<file path="src/design/i2cm_pkg.sv">
package i2cm_pkg;

  localparam int unsigned IN_TDATA_W  = 24;
  localparam int unsigned OUT_TDATA_W = 16;
  localparam int unsigned Q_DEPTH     = 2;
  localparam int unsigned Q_PTR_W     = 1;
  localparam logic [7:0]  DEV_ADDR_RST = 8'd174;

  typedef enum logic [1:0] {
    OP_WRITE     = 2'd0,
    OP_READ_BYTE = 2'd1,
    OP_READ_WORD = 2'd2,
    OP_BURST     = 2'd3
  } op_t;

  typedef enum logic [15:0] {
    PH_IDLE = 16'b0000_0000_0000_0001,
    PH_ST_A = 16'b0000_0000_0000_0010,
    PH_ST_B = 16'b0000_0000_0000_0100,
    PH_TX_L = 16'b0000_0000_0000_1000,
    PH_TX_H = 16'b0000_0000_0001_0000,
    PH_TA_L = 16'b0000_0000_0010_0000,
    PH_TA_H = 16'b0000_0000_0100_0000,
    PH_RS_A = 16'b0000_0000_1000_0000,
    PH_RS_B = 16'b0000_0001_0000_0000,
    PH_RS_C = 16'b0000_0010_0000_0000,
    PH_RX_L = 16'b0000_0100_0000_0000,
    PH_RX_H = 16'b0000_1000_0000_0000,
    PH_MA_L = 16'b0001_0000_0000_0000,
    PH_MA_H = 16'b0010_0000_0000_0000,
    PH_SP_A = 16'b0100_0000_0000_0000,
    PH_SP_B = 16'b1000_0000_0000_0000
  } phase_t;

  // classified input word
  typedef struct packed {
    logic       is_tick;
    op_t        op;
    logic [7:0] reg_addr;
    logic [7:0] write_data;
    logic       sda_in;
  } item_t;

  // result word, declared MSB first so that scl_level lands in bit 0
  typedef struct packed {
    logic       status;
    logic       done_res;
    logic       busy_res;
    logic [7:0] rx_byte;
    logic       rx_valid;
    logic       sda_is_input;
    logic       sda_level;
    logic       scl_level;
  } res_t;

endpackage

</file>
<file path="src/design/i2c_master_register_access.sv">
// channel | dir | handshake            | payload
// in      | in  | in_tvalid/in_tready   | tuser: req_type (1 = tick)
//         |     |                       | tdata: op, reg_addr, write_data, sda_in
// out     | out | out_tvalid/out_tready | tdata: scl, sda, sda_is_input, rx_valid,
//         |     |                       |        rx_byte, busy, done, status
// cfg     | in  | cfg_tvalid/cfg_tready | tdata: device_address
//
// One word per cycle sustained while out_tready is high; each result appears in the cycle
// after its word leaves the 2-entry queue; input words pass the queue and then the result register.
// The bus state machine takes one step per popped word.
// Reset: synchronous active low; device_address returns to 0xAE, bus idle.
// The queue absorbs input while out_tready is low; in_tready drops when full.
module i2c_master_register_access
  import i2cm_pkg::*;
#(
  parameter int unsigned MAX_BURST = 6
) (
  input  logic                   clk,
  input  logic                   rst_n,
  input  logic                   in_tvalid,
  output logic                   in_tready,
  input  logic [IN_TDATA_W-1:0]  in_tdata,   // op[1:0], reg_addr[9:2], write_data[17:10],
                                             // sda_in[18], zero[23:19]
  input  logic                   in_tuser,   // req_type
  output logic                   out_tvalid,
  input  logic                   out_tready,
  output logic [OUT_TDATA_W-1:0] out_tdata,  // scl_level[0], sda_level[1], sda_is_input[2],
                                             // rx_valid[3], rx_byte[11:4], busy_res[12],
                                             // done_res[13], status[14], zero[15]
  input  logic                   cfg_tvalid,
  output logic                   cfg_tready,
  input  logic [7:0]             cfg_tdata   // device_address
);

  logic       q_full, q_push, q_pop, q_not_empty;
  item_t      push_item, pop_item;
  res_t       res;
  logic [7:0] dev_addr_r;

  assign cfg_tready = 1'b1;

  always_ff @(posedge clk) begin
    if (!rst_n) begin
      dev_addr_r <= DEV_ADDR_RST;
    end else if (cfg_tvalid) begin
      dev_addr_r <= cfg_tdata;
    end
  end

  i2cm_front u_front (
    .in_tvalid (in_tvalid),
    .in_tready (in_tready),
    .in_tdata  (in_tdata),
    .in_tuser  (in_tuser),
    .q_full    (q_full),
    .q_push    (q_push),
    .q_item    (push_item)
  );

  i2cm_queue u_queue (
    .clk       (clk),
    .rst_n     (rst_n),
    .push      (q_push),
    .push_item (push_item),
    .full      (q_full),
    .pop       (q_pop),
    .not_empty (q_not_empty),
    .pop_item  (pop_item)
  );

  i2cm_engine #(
    .MAX_BURST (MAX_BURST)
  ) u_engine (
    .clk         (clk),
    .rst_n       (rst_n),
    .dev_addr    (dev_addr_r),
    .q_not_empty (q_not_empty),
    .q_item      (pop_item),
    .q_pop       (q_pop),
    .out_valid   (out_tvalid),
    .out_ready   (out_tready),
    .out_res     (res)
  );

  assign out_tdata = {{(OUT_TDATA_W - $bits(res_t)){1'b0}}, res};

endmodule

</file>
<file path="src/design/i2cm_front.sv">
module i2cm_front
  import i2cm_pkg::*;
(
  input  logic                  in_tvalid,
  output logic                  in_tready,
  input  logic [IN_TDATA_W-1:0] in_tdata,
  input  logic                  in_tuser,
  input  logic                  q_full,
  output logic                  q_push,
  output item_t                 q_item
);

  assign in_tready = !q_full;
  assign q_push    = in_tvalid && !q_full;

  // tuser: 1 = bus tick, 0 = command; command fields only matter for commands,
  // sampled SDA only for ticks
  always_comb begin
    q_item.is_tick    = in_tuser;
    q_item.op         = op_t'(in_tdata[1:0]);
    q_item.reg_addr   = in_tuser ? 8'd0 : in_tdata[9:2];
    q_item.write_data = in_tuser ? 8'd0 : in_tdata[17:10];
    q_item.sda_in     = in_tuser ? in_tdata[18] : 1'b0;
  end

endmodule

</file>
<file path="src/design/i2cm_queue.sv">
module i2cm_queue
  import i2cm_pkg::*;
(
  input  logic  clk,
  input  logic  rst_n,
  input  logic  push,
  input  item_t push_item,
  output logic  full,
  input  logic  pop,
  output logic  not_empty,
  output item_t pop_item
);

  item_t              mem_r [Q_DEPTH];
  logic [Q_PTR_W-1:0] wr_ptr_r, wr_ptr_nxt;
  logic [Q_PTR_W-1:0] rd_ptr_r, rd_ptr_nxt;
  logic [Q_PTR_W:0]   cnt_r, cnt_nxt;

  assign full      = (cnt_r == (Q_PTR_W+1)'(Q_DEPTH));
  assign not_empty = (cnt_r != '0);
  assign pop_item  = mem_r[rd_ptr_r];

  always_comb begin
    wr_ptr_nxt = wr_ptr_r;
    rd_ptr_nxt = rd_ptr_r;
    cnt_nxt    = cnt_r;
    if (push) begin
      wr_ptr_nxt = (wr_ptr_r == Q_PTR_W'(Q_DEPTH-1)) ? '0 : wr_ptr_r + 1'b1;
    end
    if (pop) begin
      rd_ptr_nxt = (rd_ptr_r == Q_PTR_W'(Q_DEPTH-1)) ? '0 : rd_ptr_r + 1'b1;
    end
    if (push && !pop) begin
      cnt_nxt = cnt_r + 1'b1;
    end else if (pop && !push) begin
      cnt_nxt = cnt_r - 1'b1;
    end
  end

  always_ff @(posedge clk) begin
    if (!rst_n) begin
      wr_ptr_r <= '0;
      rd_ptr_r <= '0;
      cnt_r    <= '0;
    end else begin
      wr_ptr_r <= wr_ptr_nxt;
      rd_ptr_r <= rd_ptr_nxt;
      cnt_r    <= cnt_nxt;
    end
  end

  always_ff @(posedge clk) begin
    if (push) begin
      mem_r[wr_ptr_r] <= push_item;
    end
  end

  assert property (@(posedge clk) disable iff (!rst_n) pop |-> not_empty)
    else $error("queue popped while empty");
  assert property (@(posedge clk) disable iff (!rst_n)
    (push && !pop) |=> (cnt_r == $past(cnt_r) + 1'b1))
    else $error("queue count lost a push");
  assert property (@(posedge clk) disable iff (!rst_n)
    cnt_r <= (Q_PTR_W+1)'(Q_DEPTH))
    else $error("queue count overflow");

endmodule

</file>
<file path="src/design/i2cm_engine.sv">
module i2cm_engine
  import i2cm_pkg::*;
#(
  parameter int unsigned MAX_BURST = 6
) (
  input  logic       clk,
  input  logic       rst_n,
  input  logic [7:0] dev_addr,
  input  logic       q_not_empty,
  input  item_t      q_item,
  output logic       q_pop,
  output logic       out_valid,
  input  logic       out_ready,
  output res_t       out_res
);

  // byte index must reach 2 for the write path and MAX_BURST-1 for bursts
  localparam int unsigned BCW = (MAX_BURST > 4) ? $clog2(MAX_BURST) : 2;

  phase_t         phase_r, phase_nxt;
  logic [2:0]     bit_cnt_r, bit_cnt_nxt;
  logic [BCW-1:0] byte_cnt_r, byte_cnt_nxt;
  logic [7:0]     shift_r, shift_nxt;
  op_t            op_r, op_nxt;
  logic [7:0]     reg_r, reg_nxt;
  logic [7:0]     data_r, data_nxt;
  logic           nack_r, nack_nxt;

  logic           out_valid_r;
  res_t           out_res_r, res_nxt;

  logic           rxv, done, last_cur, last_nxt;

  function automatic logic [BCW-1:0] last_idx(input op_t op);
    case (op)
      OP_READ_BYTE: last_idx = BCW'(0);
      OP_READ_WORD: last_idx = BCW'(1);
      default:      last_idx = BCW'(MAX_BURST - 1);
    endcase
  endfunction

  assign q_pop     = q_not_empty && (!out_valid_r || out_ready);
  assign out_valid = out_valid_r;
  assign out_res   = out_res_r;
  assign last_cur  = (byte_cnt_r >= last_idx(op_r));

  always_comb begin
    phase_nxt    = phase_r;
    bit_cnt_nxt  = bit_cnt_r;
    byte_cnt_nxt = byte_cnt_r;
    shift_nxt    = shift_r;
    op_nxt       = op_r;
    reg_nxt      = reg_r;
    data_nxt     = data_r;
    nack_nxt     = nack_r;
    rxv          = 1'b0;
    done         = 1'b0;

    if (!q_item.is_tick) begin
      // a command while busy leaves the transaction alone
      if (phase_r == PH_IDLE) begin
        op_nxt       = q_item.op;
        reg_nxt      = q_item.reg_addr;
        data_nxt     = q_item.write_data;
        nack_nxt     = 1'b0;
        bit_cnt_nxt  = '0;
        byte_cnt_nxt = '0;
        phase_nxt    = PH_ST_A;
      end
    end else begin
      case (phase_r)
        PH_IDLE: phase_nxt = PH_IDLE;
        PH_ST_A: phase_nxt = PH_ST_B;
        PH_ST_B: begin
          shift_nxt    = dev_addr;
          byte_cnt_nxt = BCW'(0);
          bit_cnt_nxt  = '0;
          phase_nxt    = PH_TX_L;
        end
        PH_TX_L: phase_nxt = PH_TX_H;
        PH_TX_H: begin
          if (bit_cnt_r == 3'd7) begin
            phase_nxt = PH_TA_L;
          end else begin
            bit_cnt_nxt = bit_cnt_r + 1'b1;
            phase_nxt   = PH_TX_L;
          end
        end
        PH_TA_L: phase_nxt = PH_TA_H;
        PH_TA_H: begin
          if (q_item.sda_in) begin
            nack_nxt  = 1'b1;
            phase_nxt = PH_SP_A;
          end else if (byte_cnt_r == BCW'(0)) begin
            shift_nxt    = reg_r;
            byte_cnt_nxt = BCW'(1);
            bit_cnt_nxt  = '0;
            phase_nxt    = PH_TX_L;
          end else if (byte_cnt_r == BCW'(1)) begin
            if (op_r == OP_WRITE) begin
              shift_nxt    = data_r;
              byte_cnt_nxt = BCW'(2);
              bit_cnt_nxt  = '0;
              phase_nxt    = PH_TX_L;
            end else begin
              phase_nxt = PH_RS_A;
            end
          end else if (op_r == OP_WRITE) begin
            phase_nxt = PH_SP_A;
          end else begin
            byte_cnt_nxt = '0;
            bit_cnt_nxt  = '0;
            shift_nxt    = '0;
            phase_nxt    = PH_RX_L;
          end
        end
        PH_RS_A: phase_nxt = PH_RS_B;
        PH_RS_B: phase_nxt = PH_RS_C;
        PH_RS_C: begin
          shift_nxt    = dev_addr + 8'd1;
          byte_cnt_nxt = BCW'(2);
          bit_cnt_nxt  = '0;
          phase_nxt    = PH_TX_L;
        end
        PH_RX_L: phase_nxt = PH_RX_H;
        PH_RX_H: begin
          shift_nxt = {shift_r[6:0], q_item.sda_in};
          if (bit_cnt_r == 3'd7) begin
            rxv       = 1'b1;
            phase_nxt = PH_MA_L;
          end else begin
            bit_cnt_nxt = bit_cnt_r + 1'b1;
            phase_nxt   = PH_RX_L;
          end
        end
        PH_MA_L: phase_nxt = PH_MA_H;
        PH_MA_H: begin
          if (last_cur) begin
            phase_nxt = PH_SP_A;
          end else begin
            byte_cnt_nxt = byte_cnt_r + 1'b1;
            bit_cnt_nxt  = '0;
            shift_nxt    = '0;
            phase_nxt    = PH_RX_L;
          end
        end
        PH_SP_A: phase_nxt = PH_SP_B;
        PH_SP_B: begin
          phase_nxt = PH_IDLE;
          done      = 1'b1;
        end
        default: phase_nxt = PH_IDLE;
      endcase
    end
  end

  // pin drive follows the updated state
  assign last_nxt = (byte_cnt_nxt >= last_idx(op_nxt));

  always_comb begin
    res_nxt              = '0;
    res_nxt.scl_level    = 1'b1;
    res_nxt.sda_level    = 1'b1;
    res_nxt.rx_valid     = rxv;
    res_nxt.rx_byte      = rxv ? shift_nxt : 8'd0;
    res_nxt.busy_res     = (phase_nxt != PH_IDLE);
    res_nxt.done_res     = done;
    res_nxt.status       = done && nack_nxt;
    case (phase_nxt)
      PH_ST_B: res_nxt.sda_level = 1'b0;
      PH_TX_L: begin
        res_nxt.scl_level = 1'b0;
        res_nxt.sda_level = shift_nxt[3'd7 - bit_cnt_nxt];
      end
      PH_TX_H: res_nxt.sda_level = shift_nxt[3'd7 - bit_cnt_nxt];
      PH_TA_L, PH_RX_L: begin
        res_nxt.scl_level    = 1'b0;
        res_nxt.sda_is_input = 1'b1;
      end
      PH_TA_H, PH_RX_H: res_nxt.sda_is_input = 1'b1;
      PH_RS_A: res_nxt.scl_level = 1'b0;
      PH_RS_C: res_nxt.sda_level = 1'b0;
      PH_MA_L: begin
        res_nxt.scl_level = 1'b0;
        res_nxt.sda_level = last_nxt;
      end
      PH_MA_H: res_nxt.sda_level = last_nxt;
      PH_SP_A: begin
        res_nxt.scl_level = 1'b0;
        res_nxt.sda_level = 1'b0;
      end
      PH_SP_B: res_nxt.sda_level = 1'b0;
      default: res_nxt.sda_level = 1'b1;
    endcase
  end

  always_ff @(posedge clk) begin
    if (!rst_n) begin
      phase_r     <= PH_IDLE;
      bit_cnt_r   <= '0;
      byte_cnt_r  <= '0;
      shift_r     <= '0;
      op_r        <= OP_WRITE;
      reg_r       <= '0;
      data_r      <= '0;
      nack_r      <= 1'b0;
      out_valid_r <= 1'b0;
    end else begin
      if (q_pop) begin
        phase_r     <= phase_nxt;
        bit_cnt_r   <= bit_cnt_nxt;
        byte_cnt_r  <= byte_cnt_nxt;
        shift_r     <= shift_nxt;
        op_r        <= op_nxt;
        reg_r       <= reg_nxt;
        data_r      <= data_nxt;
        nack_r      <= nack_nxt;
        out_valid_r <= 1'b1;
      end else if (out_ready) begin
        out_valid_r <= 1'b0;
      end
    end
  end

  always_ff @(posedge clk) begin
    if (q_pop) begin
      out_res_r <= res_nxt;
    end
  end

  assert property (@(posedge clk) disable iff (!rst_n) q_pop |=> out_valid_r)
    else $error("popped word produced no result");
  assert property (@(posedge clk) disable iff (!rst_n)
    out_valid_r |-> (out_res_r.busy_res == (phase_r != PH_IDLE)))
    else $error("busy flag disagrees with phase");
  assert property (@(posedge clk) disable iff (!rst_n)
    (out_valid_r && out_res_r.rx_valid) |-> (phase_r == PH_MA_L))
    else $error("received byte outside master ack slot");
  assert property (@(posedge clk) disable iff (!rst_n)
    (out_valid_r && out_res_r.status) |-> (out_res_r.done_res && nack_r))
    else $error("nack status without stop");

endmodule
</file>
<file path="config.mk">
export PLATFORM = sky130hd
export DESIGN_NAME = i2c_master_register_access
export DESIGN_NICKNAME = d
export VERILOG_FILES = /design/src/design/i2cm_pkg.sv /design/src/design/i2c_master_register_access.sv /design/src/design/i2cm_front.sv /design/src/design/i2cm_queue.sv /design/src/design/i2cm_engine.sv
export SDC_FILE = /design/constraint.sdc
export NUM_CORES = 1
export LEC_CHECK = 0
export BUFFER_PORTS_ARGS = -buffer_cell sky130_fd_sc_hd__buf_2
export CAP_MARGIN = 20
export CORE_MARGIN = 5
export CORE_UTILIZATION = 54
export CTS_CLUSTER_SIZE = 40
export DETAILED_ROUTE_END_ITERATION = 10
export GPL_ROUTABILITY_DRIVEN = 1
export PLACE_DENSITY = 0.78
export RECOVER_POWER = 100
export SKIP_LAST_GASP = 1
export SLEW_MARGIN = 10
export SYNTH_ARGS = -nofsm -noshare
export SYNTH_HDL_FRONTEND = slang
export SYNTH_SLANG_ARGS = --single-unit
</file>
<file path="constraint.sdc">
create_clock -name clk -period 3.2 [get_ports clk]
set_input_delay 0.64 -clock clk [delete_from_list [all_inputs] [get_ports clk]]
set_output_delay 0.64 -clock clk [all_outputs]
set_load 0.02 [all_outputs]
</file>
==> results.toml, run 1 <==
[clock_network]
clock_latency_ns = 0.43
worst_setup_hold_path_clk_slew_ns = 0.05
cts_buffers = 17
cts_hold_buf = 0
cts-root-buf = "clkbuf_16"
h-tree-depth = 4
cts_tree = "yes"
clk_path_buf_depth = 2
clock-sinks = 118

[logic_synthesis]
synth.area.mux_share_pct = 6.34
synth_xor_area_share_pct = 1.47
ys_ff_latch = 118
yosys.area.top_type = "edfxtp_1"
synth_cell_types = 74
synth.cell_area_mm2 = 0.00657
synthAdderAreaFrac_pct = 2.48
syn_inst = 681
synth_compound_area_share_pct = 18.7
yosys_most_used_dff = "dfxtp_1"
ys_seq_area_share_pct = 44.4
ys_async_sr_fraction_pct = 0
synth_area_per_cell_um2 = 9.64
synth_fp_nets = 732
synth_top_area_share_pct = 25.1
synth_top_family_by_area = "simple AND/OR/NAND/NOR gates"
synthSimpleGateAreaFrac_pct = 21.9
synth_edf_count = 55
yosysWarnings = 0
ys_top_cells_by_area = "edfxtp_1, dfxtp_1, mux2i_1"

[global_route]
grt_pass1_vias = 5653
antenna_found_initial = 0
grt_pass1_wl_mm = 28.1
grt-ovfl-total = 0
grt_max_degree = 64
gr-usage-all-layers_pct = 24.8

[floorplanning]
start_util_pct = 54.9
pin_count = 57
dieArea_mm2 = 0.0145
fp.dieH_um = 120
die_w_um = 120
core_mm2 = 0.0120
num_rows = 40

[power]
powerDensity_mw_per_mm2 = 938
peakVddDrop_mv = 0.572
seqPwrFrac_pct = 29.7
power.total_w = 0.00766
switching_share_pct = 38.3
power_leakage_nw = 3.52
p_clk_share_pct = 25.1
internal_power_w = 0.00473
p_comb_share_pct = 45.1
p_switching_w = 0.00293

[detailed_routing]
post_drt_wl_per_cell_um = 18.2
vias = 5761
drtAntennaViolNets = 0
dr.first_iter.drc_count = 478
drc = 0
drt_wl_total_mm = 17.4
viasPerCell = 6.01
firstDrtPassIters = 5

[setup_path]
worst_r2r_path_depth = 10
critPathLaunchType = "flip-flop"
end_kind = "flip-flop"
cp_top_family = "simple AND/OR/NAND/NOR gates"
arrival_ns = 3.53
crit_cells = 10
crit_fanout = 5
worstPathRequired_ns = 3.47
critPathSlowestCell = "or4_4"
path_buf_inv = 0
worstSetupPathType = "reg -> reg"
crit_chain = "or4_4 -> or4_4 -> o211ai_4 -> o2bb2ai_4 -> or3b_4 -> a31oi_4 -> mux2_4 -> mux2i_1 -> mux2i_1 -> o211ai_1"
slowest_delay_ns = 0.60

[layout]
drive_gt1_share_pct = 23.1
n_antenna_cell = 0
num-fill-cells = 929
fin_area_mm2 = 0.00816
final-instance-count-excl-fill = 958
area_growth_pct = 24.3
layout.nets = 849
final_util_pct = 68.2

[sta]
worst_slack_ns = -0.0638
fin_crit_ns = 3.26
hold_viol = 0
finalMaxSlewViolations = 33
fin_skew_ns = 0.00795
timing.hold.ws_ns = 0.408
fin_crit_sh_pct = 102
slew_headroom_pct = -0.503
rsz0062_at_grt = "true"
tightest_slew_ns = 1.51
clock.fmax_mhz = 306
setup_viol = 1

[place]
dp.cells = 920
dp_hpwl_mm = 12.5
place_congestion = 0.942
placed_area_mm2 = 0.00745
portBuffers = 49

[min_path]
worst_hold_path.num_cells = 1
min_path_type = "in -> reg"

[job]
maxCapViolCount = 1

[outcome]
status = "finished with violations"
violations = "max-capacitance violations, max-slew violations, negative setup slack"
[power groups by stage]
stage / sequential [W] / clock, W / combinational (W)
2_1_floorplan: 0.00232 / 0 / 0.00204
3_3_place_gp: 0.00227 / 0 / 0.00323
3_5_place_dp: 0.00228 / 0 / 0.00329
4_1_cts: 0.00226 / 0.00194 / 0.00341
5_1_grt: 0.00232 / 0.00202 / 0.00377
6_report: 0.00228 / 0.00192 / 0.00346
[synth_stat cells (3+ instances only)]
library cell  instances
a32oi_1               5
o22ai_1               4
nand2_1              86
nor4_1               11
a21boi_0              7
edfxtp_1             55
o21ai_0              24
inv_1                11
xnor2_1               5
buf_2                 3
a31oi_1               7
nor4b_1               5
nand3b_1              3
o211a_1              35
dfxtp_1              63
nor2b_1              28
nand3_1              10
nand4_1               8
buf_6                 7
a21oi_1              37
o221ai_1              8
or4_1                 5
o211ai_1              5
or4_4                 3
xor2_1                6
ha_1                 13
and2_1               12
mux2_2                5
o21a_1                3
mux2i_1              36
a22oi_1               7
nor2_1               52
buf_4                 6
clkbuf_1             30
nor3b_1               7
nand2b_1              3
nor3_1               12
and3_1                9
[layout by cell type, fill, tap and decap left out, drive strengths merged, types with 9 or more instances in the layout]
master / n
clkbuf: 50
and3: 9
nor2: 52
dfxtp: 63
o211a: 35
inv: 11
nor4: 12
nor2b: 28
ha: 13
nand2: 86
nor3: 14
a21oi: 37
nand3: 10
buf: 115
edfxtp: 55
o21ai: 25
and2: 13
mux2i: 36
[final cells by class]
type / count / area (um^2) / share of cell area, %
clock buffer: 20 / 447 / 5.47
tap: 147 / 184 / 2.25
timing repair buffer: 145 / 930 / 11.4
clock inverter: 12 / 155 / 1.90
inverter: 12 / 45.0 / 0.552
sequential: 118 / 2920 / 35.7
multi-input combinational: 504 / 3490 / 42.7
[flip-flops by register name, summed over array words and instances (netlist names), 2 cells and up, named ones only]
name	count
u_engine.reg_r	8
dev_addr_r	8
u_engine.bit_cnt_r	3
u_engine.phase_r	16
u_queue.cnt_r	2
u_engine.op_r	2
u_engine.data_r	8
u_engine.byte_cnt_r	3
u_engine.shift_r	8
u_engine.out_res	15
u_queue.mem_r	40
[worst reg2reg max path, delay by kind of cell, from the launching register on]
family,cells,cell delay (ns)
compound gates,4,0.65
flops,1,0.31
mux,3,0.60
simple gates,3,1.54
[metal layers]
metal,part of all wire [%],GRT usage [%]
met5,0,0
met1,42,31.0
met2,47,39.7
met3,7.3,6.88
met4,3.3,12.0
[worst paths after layout]
path,slack (ns),startpoint,end
worst min-delay path,0.41,in_tdata[1],u_queue.mem_r[0][18]
worst max-delay path,-0.06,u_engine.phase_r[13],u_engine.out_res[1]
worst max register to register,-0.06,u_engine.phase_r[13],u_engine.out_res[1]
worst min register to register,0.49,u_engine.nack_r,u_engine.nack_r
[cell families (layout without fill, tap and decap cells)]
group	count (synthesis)	count (layout)
xor+xnor	11	11
fa+ha+maj	13	13
flops	118	118
other cells	2	2
simple gates	274	274
compound gates	163	163
buf+inv	59	189
mux	41	41
[repair_timing]
item | 4_1_cts | 5_1_grt
resized for setup | 10 | 16
endpoints found under the hold margin | 0 | 0
setup endpoints to repair | 1 | 1
setup buffers | 2 | 3
pin swaps | 5 | 14
[per-stage QoR]
step                      setup TNS, ns  setup WS [ns]
after global placement           -0.178         -0.178
after CTS                       -0.0888        -0.0888
after floorplan                 -0.0917        -0.0917
after global routing             -0.204         -0.204
final                           -0.0638        -0.0638
after detailed placement         -0.209         -0.209
Power figures use the tool's default switching activity.
==> run 2, diff against run 1 <==
--- a/config.mk
+++ b/config.mk
@@ -7,8 +7,10 @@
 export LEC_CHECK = 0
 export BUFFER_PORTS_ARGS = -buffer_cell sky130_fd_sc_hd__buf_2
 export CAP_MARGIN = 20
+export CELL_PAD_IN_SITES_DETAIL_PLACEMENT = 0
+export CELL_PAD_IN_SITES_GLOBAL_PLACEMENT = 1
 export CORE_MARGIN = 5
-export CORE_UTILIZATION = 54
+export CORE_UTILIZATION = 42
 export CTS_CLUSTER_SIZE = 40
 export DETAILED_ROUTE_END_ITERATION = 10
 export GPL_ROUTABILITY_DRIVEN = 1
==> results.toml, run 2 (synthesis results as in run 1) <==
[layout]
seq_area_mm2 = 0.00291
multiInputGateArea_mm2 = 0.00347
area_growth_pct = 27.4
fin_area_mm2 = 0.00837
final_cell_mix = "buf_4, nand2_1, dfxtp_1"
layout.nets = 858
largest_register_ffs = 40
drive_gt1_share_pct = 24.0
regMostFlops = "u_queue.mem_r"
num-fill-cells = 1393
final_common_cell = "buf_4"
n_antenna_cell = 0
final-instance-count-excl-fill = 1031

[global_route]
gr-usage-all-layers_pct = 20.2
grt-ovfl-total = 0
grt_pass1_wl_mm = 28.6
grt_max_degree = 51
grt_pass1_vias = 5499
antenna_found_initial = 0

[power]
switching_share_pct = 38.5
power_leakage_nw = 3.62
p_comb_share_pct = 45.6
p_switching_w = 0.00304
seqPwrFrac_pct = 28.6
internal_power_w = 0.00486
peakVddDrop_mv = 0.398
powerDensity_mw_per_mm2 = 943
p_clk_share_pct = 25.7

[sta]
setup_viol = 1
fin_crit_sh_pct = 105
worst_slack_ns = -0.150
timing.hold.ws_ns = 0.407
fin_crit_ns = 3.35
rsz0062_at_grt = "true"
slew_headroom_pct = -2.56
fin_skew_ns = 0.00859
clock.fmax_mhz = 299
finalMaxSlewViolations = 41
tightest_slew_ns = 1.54
hold_viol = 0

[setup_path]
arrival_ns = 3.61
worst_r2r_path_depth = 11
rr_endpoint = "u_engine.out_res[1]"
end_kind = "flip-flop"
critPathLaunchType = "flip-flop"
worstReg2RegStart = "u_engine.phase_r[14]"
r2r_slack_ns = -0.15
worstPathRequired_ns = 3.46
slowest_delay_ns = 0.61
crit_fanout = 3
worstSetupPathType = "reg -> reg"
critPathSlowestCell = "or4_4"
crit_chain = "or4_4 -> or4_4 -> o211ai_4 -> o2bb2ai_4 -> or3b_4 -> a31oi_4 -> buf_12 -> mux2_4 -> mux2i_4 -> mux2i_4 -> o211ai_1"

[min_path]
min_to = "u_queue.mem_r[0][17]"
min_path_type = "in -> reg"
hp-start = "in_tdata[0]"
worst_hold_path.num_cells = 1

[detailed_routing]
vias = 5722
firstDrtPassIters = 5
drtAntennaViolNets = 0
post_drt_wl_per_cell_um = 17.2
drt_wl_total_mm = 17.8
dr.first_iter.drc_count = 475
viasPerCell = 5.55
drc = 0

[clock_network]
clock-sinks = 118
worst_setup_hold_path_clk_slew_ns = 0.06
cts-root-buf = "clkbuf_16"
h-tree-depth = 4
cts_tree = "yes"
clock_latency_ns = 0.42
cts_buffers = 17
clk_path_buf_depth = 2

[place]
placed_area_mm2 = 0.00761
portBuffers = 49
place_congestion = 0.886
dp_hpwl_mm = 13.2
dp.cells = 993

[outcome]
status = "finished with violations"
violations = "max-capacitance violations, max-slew violations, negative setup slack"

[job]
maxCapViolCount = 1

[floorplanning]
num_rows = 45
core_mm2 = 0.0153
pin_count = 57
dieArea_mm2 = 0.0182
start_util_pct = 43.0
die_w_um = 135
fp.dieH_um = 135
[run 2: changes by cell type in the layout (fill, tap and decap cells not counted), moves of 3 or more]
cell | before | now
and2_1 | 7 | 11
clkbuf_1 | 28 | 25
inv_6 | 0 | 3
ha_4 | 3 | 0
buf_4 | 84 | 93
buf_12 | 1 | 4
and2_0 | 6 | 2
a21oi_2 | 4 | 1
[run 2: final cells by class]
cell class / count / area share, %
timing repair buffer: 154 / 12.5
sequential: 118 / 34.8
tap: 211 / 3.16
multi-input combinational: 504 / 41.5
clock inverter: 14 / 2.26
clock buffer: 18 / 5.25
inverter: 12 / 0.538
[run 2: worst max path at each step]
| stage | slack [ns] | cells after the start | startpoint | end |
|---|---|---|---|---|
| 2_1_floorplan | -0.09 | 12 | u_engine.phase_r[15] | u_engine.out_res[1] |
| 3_3_place_gp | -0.26 | 14 | u_engine.op_r[1] | u_engine.out_res[1] |
| 3_5_place_dp | -0.30 | 14 | u_engine.op_r[1] | u_engine.out_res[1] |
| 4_1_cts | -0.15 | 11 | u_engine.phase_r[8] | u_engine.out_res[1] |
| 5_1_grt | -0.24 | 13 | u_engine.op_r[1] | u_engine.out_res[1] |
| 6_report | -0.15 | 11 | u_engine.phase_r[14] | u_engine.out_res[1] |
[run 2: per-stage QoR]
| step | setup WS (ns) | power [W] | util [%] | TNS [ns] |
|---|---|---|---|---|
| after floorplan | -0.0917 | 0.00436 | - | -0.0917 |
| after global placement | -0.257 | 0.00562 | 49.9 | -0.257 |
| after detailed placement | -0.299 | 0.00567 | 49.9 | -0.332 |
| after CTS | -0.154 | 0.00785 | 54.5 | -0.154 |
| after global routing | -0.238 | 0.00840 | 54.8 | -0.327 |
| final | -0.150 | 0.00789 | 54.8 | -0.150 |
[run 2: worst max-delay path, delay by kind of cell (launching register included)]
family                 cells  cell delay, ns
AO/OA/AOI/OAI              4            0.60
buffers and inverters      1            0.14
multiplexers               3            0.57
flip-flops                 1            0.32
AND/OR/NAND/NOR            3            1.56
[run 2: power groups by stage]
stage                     clock network, W  logic, W  registers (W)
after detailed placement                 0   0.00339        0.00228
after CTS                          0.00207   0.00353        0.00225
after floorplan                          0   0.00204        0.00232
after global placement                   0   0.00335        0.00227
after global routing               0.00215   0.00395        0.00231
final                              0.00203   0.00360        0.00226
[run 2: timing repair]
| action | in CTS | in global routing |
|---|---|---|
| hold buffers | 0 | 0 |
| endpoints found under the setup margin | 2 | 3 |
| gates resized for setup | 15 | 12 |
| pin swaps | 6 | 9 |
| setup buffers | 1 | 5 |
| gates cloned | 0 | 0 |
[run 2: routing by layer]
layer	track usage, %	share of wire [%]	vias up
li1	-	-	2789
met1	27.2	46	2722
met2	31.2	46	180
met3	4.92	6.1	31
met4	8.51	2.6	0
met5	0	0	-
